**src/rtl/bpa_pkg.sv**
```systemverilog
`default_nettype none
package bpa_pkg;

   localparam int PAGE_W            = 21;
   localparam int MAX_PAGES_DEF     = 65536;
   localparam int MAP_WORD_BITS_DEF = 64;
   localparam logic [7:0] RESET_FILL = 8'hFF;

   localparam logic REQ_ALLOC = 1'b0;
   localparam logic REQ_FREE  = 1'b1;

   typedef struct packed {
      logic        req_type;
      logic [15:0] start_page;
      logic [16:0] page_count;
   } bpa_req_type;

   typedef struct packed {
      logic [15:0] first_page;
      logic        success;
      logic [16:0] pages_changed;
      logic [16:0] free_total;
   } bpa_rsp_type;

   typedef struct packed {
      logic              is_free;
      logic              skip;
      logic [PAGE_W-1:0] lo;
      logic [PAGE_W-1:0] hi;
      logic [PAGE_W-1:0] cnt;
      logic [PAGE_W-1:0] total;
   } bpa_cmd_type;

   typedef enum logic [2:0] {
      ST_INIT,
      ST_IDLE,
      ST_SCAN,
      ST_SWEEP,
      ST_DONE
   } bpa_state_type;

endpackage
`default_nettype wire

```
**src/rtl/bpa_front.sv**
```systemverilog
`default_nettype none
module bpa_front import bpa_pkg::*; #(
   parameter int MAX_PAGES = MAX_PAGES_DEF
) (
   input  wire logic        clock,
   input  wire logic        reset,
   input  wire logic        req_valid,
   output logic             req_ready,
   input  wire bpa_req_type req_data,
   input  wire logic        csr_we,
   input  wire logic [16:0] csr_wdata,
   input  wire logic        init_done,
   output logic             q_valid,
   output bpa_cmd_type      q_cmd,
   input  wire logic        q_take
);

   logic [16:0]       page_total_ff;
   logic [PAGE_W-1:0] total;
   logic [PAGE_W-1:0] end_pg;
   logic [PAGE_W-1:0] lo;
   logic [PAGE_W-1:0] hi;
   logic [PAGE_W-1:0] cnt;
   bpa_cmd_type       cmd;
   bpa_cmd_type       ent_ff [2];
   logic              wp_ff;
   logic              rp_ff;
   logic [1:0]        cnt_ff;
   logic              push;

   always_ff @(posedge clock) begin
      if (reset) begin
         page_total_ff <= '0;
      end else if (csr_we) begin
         page_total_ff <= csr_wdata;
      end
   end

   always_comb begin
      total  = (PAGE_W'(page_total_ff) > PAGE_W'(MAX_PAGES)) ? PAGE_W'(MAX_PAGES)
                                                             : PAGE_W'(page_total_ff);
      cnt    = PAGE_W'(req_data.page_count);
      end_pg = PAGE_W'(req_data.start_page) + cnt;
      lo     = (req_data.start_page == 16'd0) ? PAGE_W'(1) : PAGE_W'(req_data.start_page);
      hi     = (end_pg > total) ? total : end_pg;
      cmd.is_free = (req_data.req_type == REQ_FREE);
      cmd.lo      = lo;
      cmd.hi      = hi;
      cmd.cnt     = cnt;
      cmd.total   = total;
      if (req_data.req_type == REQ_FREE) begin
         cmd.skip = (lo >= hi);
      end else begin
         cmd.skip = (cnt == '0) || (cnt > total);
      end
   end

   assign req_ready = init_done && (cnt_ff != 2'd2);
   assign push      = req_valid && req_ready;
   assign q_valid   = (cnt_ff != 2'd0);
   assign q_cmd     = ent_ff[rp_ff];

   always_ff @(posedge clock) begin
      if (push) begin
         ent_ff[wp_ff] <= cmd;
      end
   end

   always_ff @(posedge clock) begin
      if (reset) begin
         wp_ff  <= 1'b0;
         rp_ff  <= 1'b0;
         cnt_ff <= 2'd0;
      end else begin
         if (push) begin
            wp_ff <= ~wp_ff;
         end
         if (q_take) begin
            rp_ff <= ~rp_ff;
         end
         cnt_ff <= cnt_ff + 2'(push) - 2'(q_take);
      end
   end

endmodule
`default_nettype wire

```
**config.mk**
```make
export PLATFORM = sky130hd
export DESIGN_NAME = bpa_front
export DESIGN_NICKNAME = d
export VERILOG_FILES = /design/src/rtl/bpa_pkg.sv /design/src/rtl/bpa_front.sv
export SDC_FILE = /design/constraint.sdc
export NUM_CORES = 1
export LEC_CHECK = 0
export BUFFER_PORTS_ARGS = -buffer_cell sky130_fd_sc_hd__buf_2
export CAP_MARGIN = 10
export CORE_AREA = 2 2 129 131
export DETAILED_ROUTE_END_ITERATION = 16
export DIE_AREA = 0 0 131 133
export PLACE_DENSITY = 0.77
export SETUP_SLACK_MARGIN = 0.15
export SYNTH_ARGS = -nofsm -noshare
export SYNTH_HDL_FRONTEND = slang
export SYNTH_SLANG_ARGS = --single-unit
```
**constraint.sdc**
```tcl
create_clock -name clock -period 13.05 [get_ports clock]
set_clock_uncertainty 0.2 [all_clocks]
set_input_delay 0.6525 -clock clock [delete_from_list [all_inputs] [get_ports clock]]
set_output_delay 0.6525 -clock clock [all_outputs]
set_load 0.1 [all_outputs]
```
==> impl_metrics.toml <==
[global_routing]
antenna_found_initial = 0
grt_pass1_wl_um = 29700
grt_pass1_vias = 5673
grt.overflow.total = 0
grt_util_all_layers = 0.229
grt_max_degree = 71

[cells_and_area]
final_cell_mix = "edfxtp_1 (140), buf_2 (128), mux2_2 (71)"
fillers = 1274
areaGrowthSynthToFinish_pct = 15.4
antenna_cells = 0
stdcell_count = 1013
multiInputGateArea_sq_um = 3650
fin_nets = 906
drive_above_1_share = 0.324
register_area_sq_um = 4650
layout_commonest_cell = "edfxtp_1"

[yosys]
synthCells = 660
ys_seq_area_frac = 0.540
synth_enable_flop_cells = 140
synthFlopType = "edfxtp_1"
syn_area_per_cell_sq_um = 13.0
async_flop_share = 0
synth_cell_types = 56
syn_area_sq_um = 8600
synth_warnings = 0
synth_seq_cells = 162

[drt]
wirelength_um = 19400
drt_iter0_drc = 406
postRouteAntennaNets = 0
wl_per_cell_um = 19.2
drt_pass1_iterations = 5
drc = 0
num_vias = 5678
vias_per_cell = 5.61

[clock_network]
hold_buffers = 0
cts-root-buf = "clkbuf_16"
insertion_delay_ns = 0.43
cts_tree = "yes"
clockBufferDepth = 2
cts.sinks = 162
clkSlewWorstSetupHoldPaths_ns = 0.06
h-tree-depth = 4
numCtsBuffers = 17
postCtsSetupBuffers = 0
cts_resized = 0

[hold_path]
holdPathStages = 3
hp-class = "in2reg"
min-delay-start = "csr_wdata[6]"
hold_path_end = "page_total_ff[6]$_SDFFE_PP0P_"

[sta]
slew_violations = 0
rsz0062_at_grt = "false"
hold_slack_ns = 0.260
hold_violations = 0
tns_ns = 0
worstMarginPinSlew_ns = 0.959
period_minus_slack_ns = 6.27
fin_ws_ns = 6.78
max_slew_margin = 0.359
setup_viol = 0
fmax_mhz = 160
fin_crit_sh = 0.480

[worst_setup_path]
max_stage_delay_ns = 0.46
worstSetupPathType = "in2reg"
worstPathArrival_ns = 6.22
worstReg2RegEnd = "ent_ff[0][68]$_DFFE_PP_"
reg2regPathDepth = 20
rrSetupSlack_ns = 7.60
reg2reg_from = "page_total_ff[2]$_SDFFE_PP0P_"
crit_family = "compound AO/OA/AOI/OAI gates"
worst-path-max-fanout = 31
startpoint_type = "input port"
crit_buf_inv = 3
slowest_stage = "buf_4"
critPathCaptureType = "register"
path_common_cell = "o31ai_1"
cp.required_ns = 13.00

[floorplanning]
coreArea_sq_um = 16200
die_area_sq_um = 17400
ios = 145
num_rows = 47
start_util = 0.532
die_height_um = 133
die-width_um = 131

[outcome]
status = "completed"

[placement]
io_buffer_count = 128
place_ws_ns = 6.38
place_congestion = 0.871
dp_cells = 981
hpwl_um = 14100

[run]
cap_viol_max_count = 0

[power]
power_frac_seq = 0.382
cellLeakagePower_nw = 4.05
switching_share = 0.374
power.density_nw_per_um2 = 164
ir_drop_mv = 0.106
p_int_mw = 1.02
combinationalPowerShare = 0.332
pwr-share-clk = 0.286
p_sw_mw = 0.609
## final cells by class
class                      instances  area share
timing repair buffer             132      0.0676
inverter                          32      0.0121
clock inverter                    15      0.0135
multi-input combinational        435       0.368
sequential                       162       0.468
tap                              220      0.0277
clock buffer                      17      0.0429
## synth_stat cells (2+ instances only)
cell        n  area [sq um]
edfxtp_1  140          4200
mux2_2     71           800
ha_1       68           851
nor2_1     42           158
mux2i_1    34           340
inv_1      31           116
clkbuf_1   29           109
nand2_1    27           101
a21oi_1    25           125
dfxtp_1    22           440
buf_4      17           128
mux2_4     14           210
o21ai_0    13          65.1
xnor2_1    12           105
nor4_1     11          68.8
a21o_1     10          75.1
nor2b_1     9          56.3
nor3_1      8          40.0
nand3_1     7          35.0
nand4_1     6          37.5
and4_1      4          35.0
nand2b_1    4          25.0
o211ai_1    4          30.0
o31ai_1     4          30.0
a211o_1     3          26.3
o21a_1      3          22.5
a211oi_1    2          15.0
a211oi_2    2          25.0
a21boi_0    2          15.0
a31oi_1     2          12.5
a41oi_1     2          17.5
buf_6       2          22.5
nor4b_1     2          17.5
o21ai_1     2          10.0
o21bai_1    2          15.0
o31a_1      2          17.5
or2_1       2          12.5
xor2_1      2          17.5
## worst max path at each step
stage	start	end	slack (ns)	cells after the start
2_1_floorplan	init_done	ent_ff[0][0]$_DFFE_PP_	5.94	3
3_3_place_gp	req_data[0]	ent_ff[0][68]$_DFFE_PP_	6.59	26
3_5_place_dp	req_data[0]	ent_ff[0][68]$_DFFE_PP_	6.38	26
4_1_cts	req_data[0]	ent_ff[0][68]$_DFFE_PP_	6.82	26
5_1_grt	req_data[0]	ent_ff[0][68]$_DFFE_PP_	6.38	26
6_report	req_data[0]	ent_ff[0][68]$_DFFE_PP_	6.78	26
## cells by family (layout without fill, tap and decap cells)
family / Yosys count / in the layout / share of synthesized area
AO/OA/AOI/OAI: 88 / 88 / 0.0694
XOR/XNOR: 14 / 14 / 0.0143
adder cells (fa/ha/maj): 69 / 69 / 0.101
buffers and inverters: 80 / 196 / 0.0441
flip-flops: 162 / 162 / 0.540
multiplexers: 119 / 119 / 0.157
other: 1 / 18 / 0.000436
AND/OR/NAND/NOR: 127 / 127 / 0.0731
## power by group through the flow
stage | sequential, mW | combinational [mW] | clock [mW]
global placement | 0.632 | 0.526 | 0
detailed placement | 0.634 | 0.538 | 0
floorplan | 0.628 | 0.454 | 0
finish | 0.623 | 0.540 | 0.465
CTS | 0.623 | 0.540 | 0.473
global route | 0.626 | 0.572 | 0.492
## metrics by stage
stage,area [sq um],power [mW],util
2_1_floorplan,8660,1.08,-
5_1_grt,9920,1.69,0.614
6_report,9920,1.63,0.614
4_1_cts,9920,1.64,0.614
3_5_place_dp,9360,1.17,0.579
3_3_place_gp,9360,1.16,0.579
## routing by layer
layer | global-route usage | part of all wire | routed length (um)
met1 | 0.293 | 0.42 | 8200
met4 | 0.0892 | 0.021 | 404
met2 | 0.378 | 0.50 | 9620
met5 | 0 | 0 | 0
met3 | 0.0493 | 0.061 | 1190
## worst register-to-register path: stages (launching register included)
cell	delay (ns)
dfxtp_1	0.33
nor4_1	0.37
a41o_1	0.42
nand2_1	0.16
ha_1	0.36
a21oi_1	0.18
a21oi_1	0.09
o31a_1	0.28
o31ai_1	0.25
nand2_1	0.16
nor2_4	0.10
buf_4	0.46
mux2_4	0.39
ha_1	0.28
nand2b_1	0.14
a21oi_1	0.15
nor2b_1	0.06
o31ai_1	0.30
a21oi_1	0.12
o31ai_1	0.25
o31ai_1	0.12
## flip-flops by register name, summed over array words and instances (netlist names), named ones only
name,cells
wp_ff,1
ent_ff,140
page_total_ff,17
cnt_ff,2
rp_ff,1
(Power assumes the default switching activity.)
